===== config.mk =====
export PLATFORM = sky130hd
export DESIGN_NAME = slide_fling_recognizer
export DESIGN_NICKNAME = d
export VERILOG_FILES = /design/src/design/sfr_pkg.sv /design/src/design/sfr_front.sv /design/src/design/sfr_queue.sv /design/src/design/sfr_back.sv /design/src/design/slide_fling_recognizer.sv
export SDC_FILE = /design/constraint.sdc
export NUM_CORES = 1
export LEC_CHECK = 0
export ABC_AREA = 1
export BUFFER_PORTS_ARGS = -buffer_cell sky130_fd_sc_hd__buf_4
export CORE_ASPECT_RATIO = 1.5
export CORE_MARGIN = 2
export CORE_UTILIZATION = 33
export DETAILED_ROUTE_END_ITERATION = 7
export GPL_TIMING_DRIVEN = 0
export PLACE_DENSITY = 0.5
export SETUP_SLACK_MARGIN = 0.4
export SLEW_MARGIN = 20
export SYNTH_ARGS = -nofsm -noshare
export SYNTH_HDL_FRONTEND = slang
export SYNTH_HIERARCHICAL = 1
export SYNTH_SLANG_ARGS = --single-unit

===== constraint.sdc =====
create_clock -name clk -period 2.75 [get_ports clk]
set_input_delay 0.1375 -clock clk [delete_from_list [all_inputs] [get_ports clk]]
set_output_delay 0.1375 -clock clk [all_outputs]
set_load 0.02 [all_outputs]

===== src/design/sfr_pkg.sv =====
package sfr_pkg;

  localparam int unsigned TimerBitsDef  = 20;
  localparam int unsigned QueueDepthDef = 4;
  localparam int unsigned CfgW          = 20;
  localparam int unsigned SpeedW        = 20;
  localparam int unsigned ScaledW       = SpeedW + 4;

  typedef enum logic [1:0] {
    PH_IDLE   = 2'd0,
    PH_DETECT = 2'd1,
    PH_NORMAL = 2'd2,
    PH_FLING  = 2'd3
  } phase_t;

  typedef enum logic [2:0] {
    RP_DRAW_START  = 3'd0,
    RP_DRAW_STOP   = 3'd1,
    RP_SLIDE_BEGIN = 3'd2,
    RP_SLIDE_END   = 3'd3,
    RP_FLING_ON    = 3'd4,
    RP_FLING_OFF   = 3'd5,
    RP_NONE        = 3'd6
  } report_t;

  typedef enum logic [3:0] {
    K_TICK      = 4'd0,
    K_DETECT    = 4'd1,
    K_FLING_ON  = 4'd2,
    K_SLIDE_OFF = 4'd3,
    K_FRAME     = 4'd4,
    K_DOWN      = 4'd5,
    K_UP        = 4'd6,
    K_PULL_UP   = 4'd7,
    K_AXIS_END  = 4'd8
  } kind_t;

  typedef enum logic [1:0] {
    CFG_END_DELAY   = 2'd0,
    CFG_TIMEOUT     = 2'd1,
    CFG_SPEED_LIMIT = 2'd2
  } cfg_idx_t;

  typedef struct packed {
    report_t [2:0] code;
    logic    [1:0] count;
    phase_t        phase;
  } entry_t;

endpackage


===== src/design/sfr_front.sv =====
module sfr_front #(
  parameter int unsigned TIMER_BITS = sfr_pkg::TimerBitsDef
) (
  input  logic                       clk,
  input  logic                       rst_n,
  input  logic                       acc,
  input  logic [3:0]                 kind,
  input  logic [sfr_pkg::SpeedW-1:0] rel_speed,
  input  logic                       speed_present,
  input  logic                       axis_source,
  input  logic                       cfg_we,
  input  logic [1:0]                 cfg_index,
  input  logic [sfr_pkg::CfgW-1:0]   cfg_data,
  output sfr_pkg::entry_t            ent
);
  import sfr_pkg::*;

  localparam logic [32:0] TMax = (33'd1 << TIMER_BITS) - 33'd1;

  logic [CfgW-1:0]       end_delay_r, timeout_r, limit_r;
  phase_t                phase_r, phase_nxt;
  logic                  touching_r, touching_nxt;
  logic [TIMER_BITS-1:0] end_cnt_r, end_cnt_nxt, to_cnt_r, to_cnt_nxt;
  logic                  end_armed_r, end_armed_nxt, to_armed_r, to_armed_nxt;
  logic [TIMER_BITS-1:0] end_load, to_load;
  logic [32:0]           end_wide, to_wide;
  logic                  end_fire, to_fire;
  logic [ScaledW-1:0]    speed_ext, speed_scaled;
  logic                  fast;
  report_t [2:0]         code;
  logic [1:0]            count;

  assign end_wide = 33'(end_delay_r);
  assign to_wide  = 33'(timeout_r);
  assign end_load = (end_wide > TMax) ? TMax[TIMER_BITS-1:0] : end_wide[TIMER_BITS-1:0];
  assign to_load  = (to_wide > TMax) ? TMax[TIMER_BITS-1:0] : to_wide[TIMER_BITS-1:0];

  assign end_fire = end_armed_r && (end_cnt_r <= TIMER_BITS'(1));
  assign to_fire  = to_armed_r && (to_cnt_r <= TIMER_BITS'(1));

  assign speed_ext    = ScaledW'(rel_speed);
  assign speed_scaled = axis_source ? ((speed_ext << 3) + (speed_ext << 1)) : speed_ext;
  assign fast         = speed_present && (speed_scaled > ScaledW'(limit_r));

  always_comb begin
    phase_nxt     = phase_r;
    touching_nxt  = touching_r;
    end_cnt_nxt   = end_cnt_r;
    end_armed_nxt = end_armed_r;
    to_cnt_nxt    = to_cnt_r;
    to_armed_nxt  = to_armed_r;
    code          = '{default: RP_NONE};
    count         = 2'd0;
    unique case (kind)
      K_TICK: begin
        if (end_armed_r) begin
          end_cnt_nxt   = end_fire ? '0 : end_cnt_r - TIMER_BITS'(1);
          end_armed_nxt = !end_fire;
        end
        if (to_armed_r) begin
          to_cnt_nxt   = to_fire ? '0 : to_cnt_r - TIMER_BITS'(1);
          to_armed_nxt = !to_fire;
        end
        if ((end_fire || to_fire) && phase_r == PH_FLING) begin
          code[0]   = RP_FLING_OFF;
          code[1]   = RP_DRAW_STOP;
          count     = 2'd2;
          phase_nxt = PH_IDLE;
        end
      end
      K_DETECT: begin
        if (phase_r == PH_FLING) begin
          end_armed_nxt = 1'b0;
          to_armed_nxt  = 1'b0;
          end_cnt_nxt   = '0;
          to_cnt_nxt    = '0;
          code[0]       = RP_FLING_OFF;
          code[1]       = RP_DRAW_STOP;
          code[2]       = RP_DRAW_START;
          count         = 2'd3;
        end else begin
          code[0] = RP_DRAW_START;
          count   = 2'd1;
        end
        phase_nxt = PH_DETECT;
      end
      K_FLING_ON: begin
        if (phase_r != PH_FLING) begin
          code[0]       = RP_DRAW_START;
          count         = 2'd1;
          phase_nxt     = PH_FLING;
          end_cnt_nxt   = end_load;
          end_armed_nxt = 1'b1;
          to_cnt_nxt    = to_load;
          to_armed_nxt  = 1'b1;
        end
      end
      K_SLIDE_OFF: begin
        end_armed_nxt = 1'b0;
        to_armed_nxt  = 1'b0;
        end_cnt_nxt   = '0;
        to_cnt_nxt    = '0;
        code[0]       = RP_DRAW_STOP;
        count         = 2'd1;
        phase_nxt     = PH_IDLE;
      end
      K_FRAME: begin
        if (phase_r == PH_DETECT) begin
          if (touching_r) begin
            code[0]   = RP_SLIDE_BEGIN;
            code[1]   = RP_DRAW_STOP;
            count     = 2'd2;
            phase_nxt = PH_NORMAL;
          end else begin
            code[0]   = RP_DRAW_STOP;
            count     = 2'd1;
            phase_nxt = PH_IDLE;
          end
        end else if (phase_r == PH_FLING) begin
          end_cnt_nxt   = end_load;
          end_armed_nxt = 1'b1;
        end
      end
      K_DOWN: begin
        phase_nxt    = PH_IDLE;
        touching_nxt = 1'b1;
      end
      K_UP, K_PULL_UP, K_AXIS_END: begin
        touching_nxt = 1'b0;
        if (phase_r == PH_NORMAL) begin
          code[0] = RP_SLIDE_END;
          if (fast) begin
            code[1]   = RP_DRAW_START;
            code[2]   = RP_FLING_ON;
            count     = 2'd3;
            phase_nxt = PH_FLING;
          end else begin
            count = 2'd1;
          end
        end else if (phase_r == PH_DETECT && fast) begin
          code[0]   = RP_DRAW_START;
          code[1]   = RP_FLING_ON;
          count     = 2'd2;
          phase_nxt = PH_FLING;
        end
      end
      default: begin
      end
    endcase
    if (count == 2'd0) begin
      code[0] = RP_NONE;
      count   = 2'd1;
    end
  end

  assign ent.code  = code;
  assign ent.count = count;
  assign ent.phase = phase_nxt;

  always_ff @(posedge clk) begin
    if (!rst_n) begin
      end_delay_r <= '0;
      timeout_r   <= '0;
      limit_r     <= '0;
      phase_r     <= PH_IDLE;
      touching_r  <= 1'b0;
      end_cnt_r   <= '0;
      end_armed_r <= 1'b0;
      to_cnt_r    <= '0;
      to_armed_r  <= 1'b0;
    end else begin
      if (cfg_we) begin
        unique case (cfg_index)
          CFG_END_DELAY:   end_delay_r <= cfg_data;
          CFG_TIMEOUT:     timeout_r   <= cfg_data;
          CFG_SPEED_LIMIT: limit_r     <= cfg_data;
          default: begin
          end
        endcase
      end
      if (acc) begin
        phase_r     <= phase_nxt;
        touching_r  <= touching_nxt;
        end_cnt_r   <= end_cnt_nxt;
        end_armed_r <= end_armed_nxt;
        to_cnt_r    <= to_cnt_nxt;
        to_armed_r  <= to_armed_nxt;
      end
    end
  end

  a_slide_off_clears: assert property (@(posedge clk) disable iff (!rst_n)
    acc && kind == K_SLIDE_OFF |=> !end_armed_r && !to_armed_r && phase_r == PH_IDLE)
    else $error("slide off left a timer armed");

  a_down_touches: assert property (@(posedge clk) disable iff (!rst_n)
    acc && kind == K_DOWN |=> touching_r && phase_r == PH_IDLE)
    else $error("down did not register a touch");

  a_fling_only_from_release: assert property (@(posedge clk) disable iff (!rst_n)
    acc && ent.phase == PH_FLING && phase_r != PH_FLING |->
      kind == K_FLING_ON || kind == K_UP || kind == K_PULL_UP || kind == K_AXIS_END)
    else $error("fling entered from an unexpected event");

endmodule


===== src/design/sfr_queue.sv =====
module sfr_queue #(
  parameter int unsigned DEPTH = sfr_pkg::QueueDepthDef
) (
  input  logic            clk,
  input  logic            rst_n,
  input  logic            push,
  input  sfr_pkg::entry_t wdata,
  input  logic            pop,
  output sfr_pkg::entry_t rdata,
  output logic            full,
  output logic            empty
);
  import sfr_pkg::*;

  localparam int unsigned PtrW = (DEPTH > 1) ? $clog2(DEPTH) : 1;
  localparam int unsigned CntW = $clog2(DEPTH + 1);

  entry_t            mem [DEPTH];
  logic [PtrW-1:0]   wptr_r, rptr_r;
  logic [CntW-1:0]   cnt_r;
  logic              do_push, do_pop;

  assign full    = (cnt_r == CntW'(DEPTH));
  assign empty   = (cnt_r == '0);
  assign do_push = push && !full;
  assign do_pop  = pop && !empty;
  assign rdata   = mem[rptr_r];

  always_ff @(posedge clk) begin
    if (do_push) begin
      mem[wptr_r] <= wdata;
    end
  end

  always_ff @(posedge clk) begin
    if (!rst_n) begin
      wptr_r <= '0;
      rptr_r <= '0;
      cnt_r  <= '0;
    end else begin
      if (do_push) begin
        wptr_r <= (wptr_r == PtrW'(DEPTH - 1)) ? '0 : wptr_r + PtrW'(1);
      end
      if (do_pop) begin
        rptr_r <= (rptr_r == PtrW'(DEPTH - 1)) ? '0 : rptr_r + PtrW'(1);
      end
      cnt_r <= cnt_r + CntW'(do_push) - CntW'(do_pop);
    end
  end

endmodule


===== src/design/sfr_back.sv =====
module sfr_back (
  input  logic            clk,
  input  logic            rst_n,
  input  sfr_pkg::entry_t q_data,
  input  logic            q_empty,
  output logic            q_pop,
  input  logic            pop,
  output logic            empty,
  output logic [2:0]      report,
  output logic [1:0]      phase_after,
  output logic            last
);
  import sfr_pkg::*;

  entry_t     cur_r;
  logic [1:0] idx_r;
  logic       valid_r;
  logic       take;

  assign last        = (idx_r == cur_r.count - 2'd1);
  assign take        = !valid_r || (pop && last);
  assign q_pop       = take && !q_empty;
  assign empty       = !valid_r;
  assign report      = cur_r.code[idx_r];
  assign phase_after = cur_r.phase;

  always_ff @(posedge clk) begin
    if (!rst_n) begin
      valid_r <= 1'b0;
      idx_r   <= '0;
    end else if (take) begin
      valid_r <= !q_empty;
      idx_r   <= '0;
    end else if (pop) begin
      idx_r <= idx_r + 2'd1;
    end
  end

  always_ff @(posedge clk) begin
    if (take && !q_empty) begin
      cur_r <= q_data;
    end
  end

  a_more_follows: assert property (@(posedge clk) disable iff (!rst_n)
    valid_r && pop && !last |=> valid_r && idx_r == $past(idx_r) + 2'd1)
    else $error("result dropped inside an item");

  a_none_is_single: assert property (@(posedge clk) disable iff (!rst_n)
    valid_r && report == RP_NONE |-> last && idx_r == 2'd0)
    else $error("empty report not a lone result");

endmodule


===== src/design/slide_fling_recognizer.sv =====
// An accepted item goes into the internal queue and then into the output register
// when free (empty or last result popped), with its first result on the out_ ports.
// Throughput: one item accepted per cycle while the internal queue has room;
// each item leaves as one to three results, one per pop. The result side's pop
// rate sets the sustained pace.
// Reset (synchronous, rst_n low): phase idle, timers disarmed, registers zero,
// queue and output empty.
module slide_fling_recognizer #(
  parameter int unsigned TIMER_BITS  = sfr_pkg::TimerBitsDef,
  parameter int unsigned QUEUE_DEPTH = sfr_pkg::QueueDepthDef
) (
  input  logic                       clk,
  input  logic                       rst_n,
  input  logic                       push,
  output logic                       full,
  input  logic [3:0]                 in_kind,
  input  logic [sfr_pkg::SpeedW-1:0] in_rel_speed,
  input  logic                       in_speed_present,
  input  logic                       in_axis_source,
  output logic                       empty,
  input  logic                       pop,
  output logic [2:0]                 out_report,
  output logic [1:0]                 out_phase_after,
  output logic                       out_last,
  input  logic                       cfg_valid,
  output logic                       cfg_ready,
  input  logic [1:0]                 cfg_index,
  input  logic [sfr_pkg::CfgW-1:0]   cfg_data
);
  import sfr_pkg::*;

  entry_t ent, q_data;
  logic   acc, q_full, q_empty, q_pop;

  assign cfg_ready = 1'b1;
  assign full      = q_full;
  assign acc       = push && !q_full;

  sfr_front #(.TIMER_BITS(TIMER_BITS)) u_front (
    .clk           (clk),
    .rst_n         (rst_n),
    .acc           (acc),
    .kind          (in_kind),
    .rel_speed     (in_rel_speed),
    .speed_present (in_speed_present),
    .axis_source   (in_axis_source),
    .cfg_we        (cfg_valid && cfg_ready),
    .cfg_index     (cfg_index),
    .cfg_data      (cfg_data),
    .ent           (ent)
  );

  sfr_queue #(.DEPTH(QUEUE_DEPTH)) u_queue (
    .clk   (clk),
    .rst_n (rst_n),
    .push  (acc),
    .wdata (ent),
    .pop   (q_pop),
    .rdata (q_data),
    .full  (q_full),
    .empty (q_empty)
  );

  sfr_back u_back (
    .clk         (clk),
    .rst_n       (rst_n),
    .q_data      (q_data),
    .q_empty     (q_empty),
    .q_pop       (q_pop),
    .pop         (pop),
    .empty       (empty),
    .report      (out_report),
    .phase_after (out_phase_after),
    .last        (out_last)
  );

endmodule

==> results of run 1 <==
[worst reg2reg max path, stage by stage, from the launching register on]
cell	delay, ps
dfxtp_1	330
inv_1	100
ha_1	140
nor3b_1	340
nand4_1	140
o21ai_1	120
nand2_2	170
nand2_1	100
nand2_1	70
nand2_1	120
inv_1	80
nor4_2	510
nand3_4	160
[per-layer routing]
metal	up-vias	global-route usage, %	wire, um
li1	4761	-	-
met1	4293	17.0	10600
met2	185	38.8	17300
met3	61	2.76	877
met4	0	9.75	1240
met5	-	0	0
[Yosys cell counts (8+ instances only)]
| cell | number | area (um2) |
|---|---|---|
| dfxtp_1 | 117 | 2340 |
| nor2_1 | 191 | 717 |
| a21oi_1 | 67 | 335 |
| edfxtp_1 | 65 | 1950 |
| o22ai_1 | 13 | 81.3 |
| clkbuf_1 | 29 | 109 |
| o21ai_1 | 12 | 60.1 |
| xor2_1 | 22 | 193 |
| nand3_1 | 45 | 225 |
| inv_1 | 135 | 507 |
| a31oi_1 | 42 | 263 |
| o21ai_0 | 165 | 826 |
| nand4_1 | 14 | 87.6 |
| nor2_2 | 19 | 119 |
| nand2_1 | 243 | 912 |
| inv_2 | 10 | 37.5 |
| buf_2 | 8 | 40.0 |
| xnor2_1 | 17 | 149 |
| ha_1 | 49 | 613 |
[layout make-up]
class / instances / area, um2 / share of cell area (%)
inverters: 146 / 567 / 4.38
multi-input cells: 969 / 5730 / 44.2
clock buffers: 18 / 429 / 3.32
repair buffers: 112 / 946 / 7.31
plain buffers: 51 / 290 / 2.24
flip-flops and latches: 182 / 4300 / 33.2
clock inverters: 14 / 175 / 1.35
well taps: 405 / 507 / 3.92
[flip-flops by register name, indices dropped and copies added, names as in the netlist, 2 cells and up, named ones only]
signal and flops:
u_back/cur_r 11, u_back/idx_r 2, u_back/phase_after 2, u_front/end_cnt_r 20, u_front/end_delay_r 20, u_front/limit_r 20, u_front/phase_r 2, u_front/timeout_r 20
u_front/to_cnt_r 20, u_queue/cnt_r 3, u_queue/mem 52, u_queue/rptr_r 2, u_queue/wptr_r 2
[power breakdown]
group	leakage, nW	internal, mW	switching [mW]
Sequential	1.54	3.28	0.207
Combinational	3.53	1.33	2.01
Clock	0.281	1.44	1.08
Total	5.35	6.04	3.29
[logic make-up after synthesis]
| group | share of synthesized area (%) |
|---|---|
| fa+ha+maj | 6.33 |
| other cells | 0.0728 |
| flops | 41.6 |
| compound gates | 17.1 |
| buf+inv | 8.16 |
| xor+xnor | 3.31 |
| simple gates | 23.4 |
[how the worst max path moves through the flow]
| stage | startpoint | end | slack, ps | cells past startpoint |
|---|---|---|---|---|
| after floorplan | in_rel_speed[0] | u_queue/mem[0][11]$_DFFE_PP_ | -10 | 21 |
| after global placement | in_rel_speed[10] | u_queue/mem[0][6]$_DFFE_PP_ | -1120 | 21 |
| after detailed placement | in_rel_speed[10] | u_queue/mem[0][6]$_DFFE_PP_ | -1110 | 21 |
| after CTS | in_rel_speed[6] | u_queue/mem[3][3]$_DFFE_PP_ | -220 | 22 |
| after global routing | in_rel_speed[10] | u_queue/mem[2][11]$_DFFE_PP_ | -330 | 23 |
| final | in_rel_speed[10] | u_queue/mem[2][11]$_DFFE_PP_ | -210 | 23 |
[timing repair]
item / 4_1_cts / 5_1_grt
gates cloned: 0 / 0
pin swaps: 26 / 34
buffers inserted: 21 / 19
resized for setup: 38 / 83
hold endpoints to repair: 20 / 0
hold buffers: 13 / 0
endpoints found under the setup margin: 133 / 73
==> impl_metrics.py, run 1 <==
metrics = {
    "drt": {
        "drtPass1Iterations": 5,
        "via_per_inst": 4.90,
        "ant_nets": 0,
        "wirelength_um": 30000,
        "drt_iter0_drc": 366,
        "wl_per_cell_um": 15.8,
        "drc": 0,
        "num_vias": 9300,
    },
    "outcome": {
        "failed_checks": "setup timing",
        "status": "finished, violations left",
    },
    "grt": {
        "antenna_found_initial": 0,
        "grt_pass1_wl_um": 46900,
        "grt_max_degree": 18,
        "grt_pass1_vias": 9219,
        "track_usage_pct": 18.7,
        "gr-total-overflow": 0,
    },
    "setup_path": {
        "cp_data_arrival_time_ps": 3130,
        "start_kind": "input pin",
        "cp-end-kind": "flip-flop",
        "cp_max_fo": 4,
        "max_stage_delay_ps": 320,
        "critPathRequiredTime_ps": 2920,
        "r2r-start": "u_front/to_cnt_r[1]$_SDFFE_PN0P_",
        "path_buf_inv": 3,
        "cpMaxStageDelayCell": "nor3b_4",
        "path_delay_family": "simple AND/OR/NAND/NOR gates",
        "cp_common_cell": "nand2_1",
        "timing.rr.end": "u_queue/mem[0][2]$_DFFE_PP_",
        "crit_type": "in2reg",
        "reg2regPathDepth": 12,
        "regToRegSetupSlack_ps": 110,
        "worstPathCellList": "buf_8 -> ha_4 -> nand2_4 -> nor2_4 -> nor3b_4 -> a21oi_4 -> buf_6 -> xor2_1 -> o21ai_1 -> ha_1 -> nand2_1 -> inv_2 -> nand3_4 -> nor3_4 -> nand2_1 -> nand2_1 -> nand2_1 -> nand2_2 -> nand2_4 -> a21boi_4 -> nand2_4 -> a21oi_2 -> o21ai_2",
    },
    "power": {
        "power_mw": 9.33,
        "peakVddDrop_mv": 0.276,
        "power_density_mw_per_mm2": 721,
        "cellLeakagePower_nw": 5.35,
    },
    "floorplan": {
        "die_x_um": 148,
        "die_h_um": 221,
        "dieArea_mm2": 0.0327,
        "io_pins": 62,
        "core-area_mm2": 0.0309,
        "start_util_pct": 33.4,
        "rows": 79,
    },
    "cells_and_area": {
        "fin_util_pct": 41.8,
        "stdcell_count": 1897,
        "n_fill_cell": 3176,
        "layout_commonest_cell": "nand2_1",
        "nNetsFinal": 1583,
        "diodes": 0,
        "area_growth_pct": 25.4,
        "drive_gt1_share_pct": 20.8,
        "layout_common_cells": "nand2_1, nor2_1, o21ai_0",
        "final_area_mm2": 0.0129,
    },
    "timing": {
        "final-hold-violation-count": 0,
        "relSlewSlack_pct": 43.9,
        "fin_tns_setup_ps": -5020,
        "setup_viol": 36,
        "post-route-period-util_pct": 108,
        "fin_worst_skew_ps": 7.81,
        "rsz0062_at_grt": "yes",
        "drv_slew": 0,
        "hold_slack_ps": 25.6,
        "fin_ws_ps": -208,
        "clock.fmax_mhz": 338,
        "layout_min_cycle_time_ps": 2960,
        "tightest_slew_ps": 841,
    },
    "worst_hold_path": {
        "holdCritStartpoint": "cfg_data[4]",
        "hold_depth": 3,
        "hp-class": "in2reg",
        "worstHoldEndpoint": "u_front/end_delay_r[4]$_SDFFE_PN0P_",
    },
    "placement": {
        "dp_hpwl_um": 23200,
        "place_area_mm2": 0.0115,
        "place_ws_ps": -1110,
        "dpl.cell_count": 1812,
        "finalWeightedCongestion": 0.915,
        "place.port_buffers": 59,
    },
    "yosys": {
        "syn_nets": 1452,
        "synthDistinctLibCells": 58,
        "synth-edff-count": 65,
        "ys.flop_type": "dfxtp_1",
        "yosys_warnings": 6,
        "synth-async-reset-ratio_pct": 0,
        "ys_ff_latch": 182,
        "ys_seq_area_share_pct": 41.6,
        "synth_area_mm2": 0.0103,
        "syn_inst": 1348,
        "avgSynthCellArea_um2": 7.66,
    },
    "clock_network": {
        "cts_max_path_buffers": 2,
        "htree_levels": 4,
        "clock_latency_ps": 440,
        "cts_root_buf": "clkbuf_16",
        "cts_made_buffers": 17,
        "clk_pin_slew_ps": 70,
        "cts_tree": "done",
        "cts.sinks": 182,
    },
    "flow_run": {
        "max-cap-violations": 0,
    },
}
Power figures use the tool's default switching activity.
==> run 2: changes to the inputs <==
PLACE_DENSITY = 0.51   (was 0.5)
==> impl_metrics.py, run 2 (same netlist as run 1, synthesis figures left out) <==
metrics = {
    "outcome": {
        "status": "finished, violations left",
        "failed_checks": "setup timing",
    },
    "floorplan": {
        "die_h_um": 221,
        "core-area_mm2": 0.0309,
        "io_pins": 62,
        "rows": 79,
        "dieArea_mm2": 0.0327,
        "die_x_um": 148,
        "start_util_pct": 33.4,
    },
    "placement": {
        "finalWeightedCongestion": 0.931,
        "place.port_buffers": 59,
        "dp_hpwl_um": 23000,
        "place_ws_ps": -1020,
    },
    "cells_and_area": {
        "area_growth_pct": 25.0,
        "largest_register_ffs": 52,
        "multiInputGateArea_mm2": 0.00572,
        "regArea_mm2": 0.00431,
        "nNetsFinal": 1588,
        "drive_gt1_share_pct": 21.0,
        "layout_commonest_cell": "nand2_1",
        "n_fill_cell": 3187,
        "regMostFlops": "u_queue/mem",
        "diodes": 0,
        "layout_common_cells": "nand2_1, nor2_1, o21ai_0",
    },
    "timing": {
        "final-hold-violation-count": 0,
        "layout_min_cycle_time_ps": 2900,
        "relSlewSlack_pct": 45.0,
        "post-route-period-util_pct": 105,
        "setup_viol": 36,
        "rsz0062_at_grt": "yes",
        "clock.fmax_mhz": 345,
        "tightest_slew_ps": 825,
        "drv_slew": 0,
        "fin_ws_ps": -146,
        "fin_tns_setup_ps": -2970,
        "fin_worst_skew_ps": 8.83,
    },
    "grt": {
        "track_usage_pct": 18.4,
        "gr-total-overflow": 0,
        "grt_pass1_wl_um": 46800,
        "grt_pass1_vias": 9175,
        "antenna_found_initial": 0,
        "grt_max_degree": 18,
    },
    "clock_network": {
        "clock_latency_ps": 440,
        "cts_root_buf": "clkbuf_16",
        "htree_levels": 4,
        "cts_tree": "done",
        "cts_made_buffers": 17,
        "cts_max_path_buffers": 2,
        "cts.sinks": 182,
        "clk_pin_slew_ps": 60,
    },
    "power": {
        "switching_share_pct": 35.6,
        "p_int_mw": 5.85,
        "switchingPower_mw": 3.23,
        "cellLeakagePower_nw": 5.35,
        "combPwrFrac_pct": 36.3,
        "p_seq_share_pct": 38.4,
        "power_density_mw_per_mm2": 705,
        "power_mw": 9.09,
        "peakVddDrop_mv": 0.339,
        "clkPwrFrac_pct": 25.3,
    },
    "drt": {
        "via_per_inst": 4.89,
        "drtPass1Iterations": 5,
        "num_vias": 9296,
        "wl_per_cell_um": 15.5,
        "ant_nets": 0,
        "drc": 0,
        "wirelength_um": 29500,
        "drt_iter0_drc": 423,
    },
    "setup_path": {
        "worstPathCellList": "buf_4 -> ha_4 -> nand2_4 -> nor2_4 -> nor3b_4 -> a21oi_2 -> xor2_1 -> o21ai_1 -> ha_1 -> nand2_1 -> inv_2 -> nand3_4 -> nor3_2 -> nand2_1 -> nand2_1 -> nand2_2 -> nand2_2 -> nand2_4 -> a21boi_4 -> nand2_2 -> buf_6 -> a21oi_2 -> o21ai_2",
        "crit_type": "in2reg",
        "max_stage_delay_ps": 300,
        "cpMaxStageDelayCell": "ha_4",
        "path_delay_family": "simple AND/OR/NAND/NOR gates",
        "critPathRequiredTime_ps": 2930,
        "cp_max_fo": 4,
        "cp-end-kind": "flip-flop",
        "start_kind": "input pin",
        "cp_data_arrival_time_ps": 3070,
        "path_buf_inv": 3,
    },
    "worst_hold_path": {
        "hp-class": "in2reg",
    },
    "flow_run": {
        "max-cap-violations": 0,
    },
}
## run 2: final cells by class
class,count,area share [%]
multi-input cells,969,44.3
flip-flops and latches,182,33.4
repair buffers,117,7.49
inverters,146,4.37
well taps,405,3.93
clock buffers,19,3.43
plain buffers,51,2.25
clock inverters,13,0.815
## run 2: per-layer routing
metal  global-route usage, %  vias to the layer above  wire length, um
li1                        -                     4778                -
met1                    17.2                     4289            10600
met2                    37.8                      164            16700
met3                    2.39                       65              800
met4                    9.90                        0             1360
met5                       0                        -                0
## run 2: final timing paths
check | start | end | slack (ps) | cells after the start
hold reg to reg | u_front/limit_r[10]$_SDFFE_PN0P_ | u_front/limit_r[10]$_SDFFE_PN0P_ | 460 | 2
setup / recovery | in_rel_speed[13] | u_queue/mem[2][11]$_DFFE_PP_ | -150 | 23
setup reg to reg | u_front/to_cnt_r[0]$_SDFFE_PN0P_ | u_queue/mem[0][8]$_DFFE_PP_ | 100 | 12
hold / removal | cfg_data[9] | u_front/end_delay_r[9]$_SDFFE_PN0P_ | 20 | 3
## run 2: stage by stage
stage          hold slack, ps  area, um2  util (%)  instances
6_report                 22.0      12900      41.7       1902
5_1_grt                  23.4      12900      41.7       1902
4_1_cts                0.0867      12500      40.5       1882
3_5_place_dp              445      11500      37.1       1812
3_3_place_gp              434      11500      37.1       1812
2_1_floorplan             235      10500         -       1348
## run 2: timing repair
action                                 4_1_cts  5_1_grt
resized for setup                           54       67
setup buffers                               21       20
setup endpoints to repair                  117       80
endpoints found under the hold margin       28        0
pin swaps                                   28       53
hold buffers                                17        0
## run 2: power by group through the flow
stage	registers, mW	logic, mW	clock network [mW]
2_1_floorplan	3.48	2.18	0
3_3_place_gp	3.55	2.98	0
3_5_place_dp	3.55	3.01	0
4_1_cts	3.49	3.18	2.38
5_1_grt	3.53	3.69	2.49
6_report	3.49	3.30	2.30
## run 2: worst register-to-register path, delay by kind of cell, from the launching register on
family | cells | cell delay [ps]
compound gates | 1 | 110
simple gates | 8 | 1470
fa+ha+maj | 1 | 180
buf+inv | 2 | 250
flops | 1 | 390
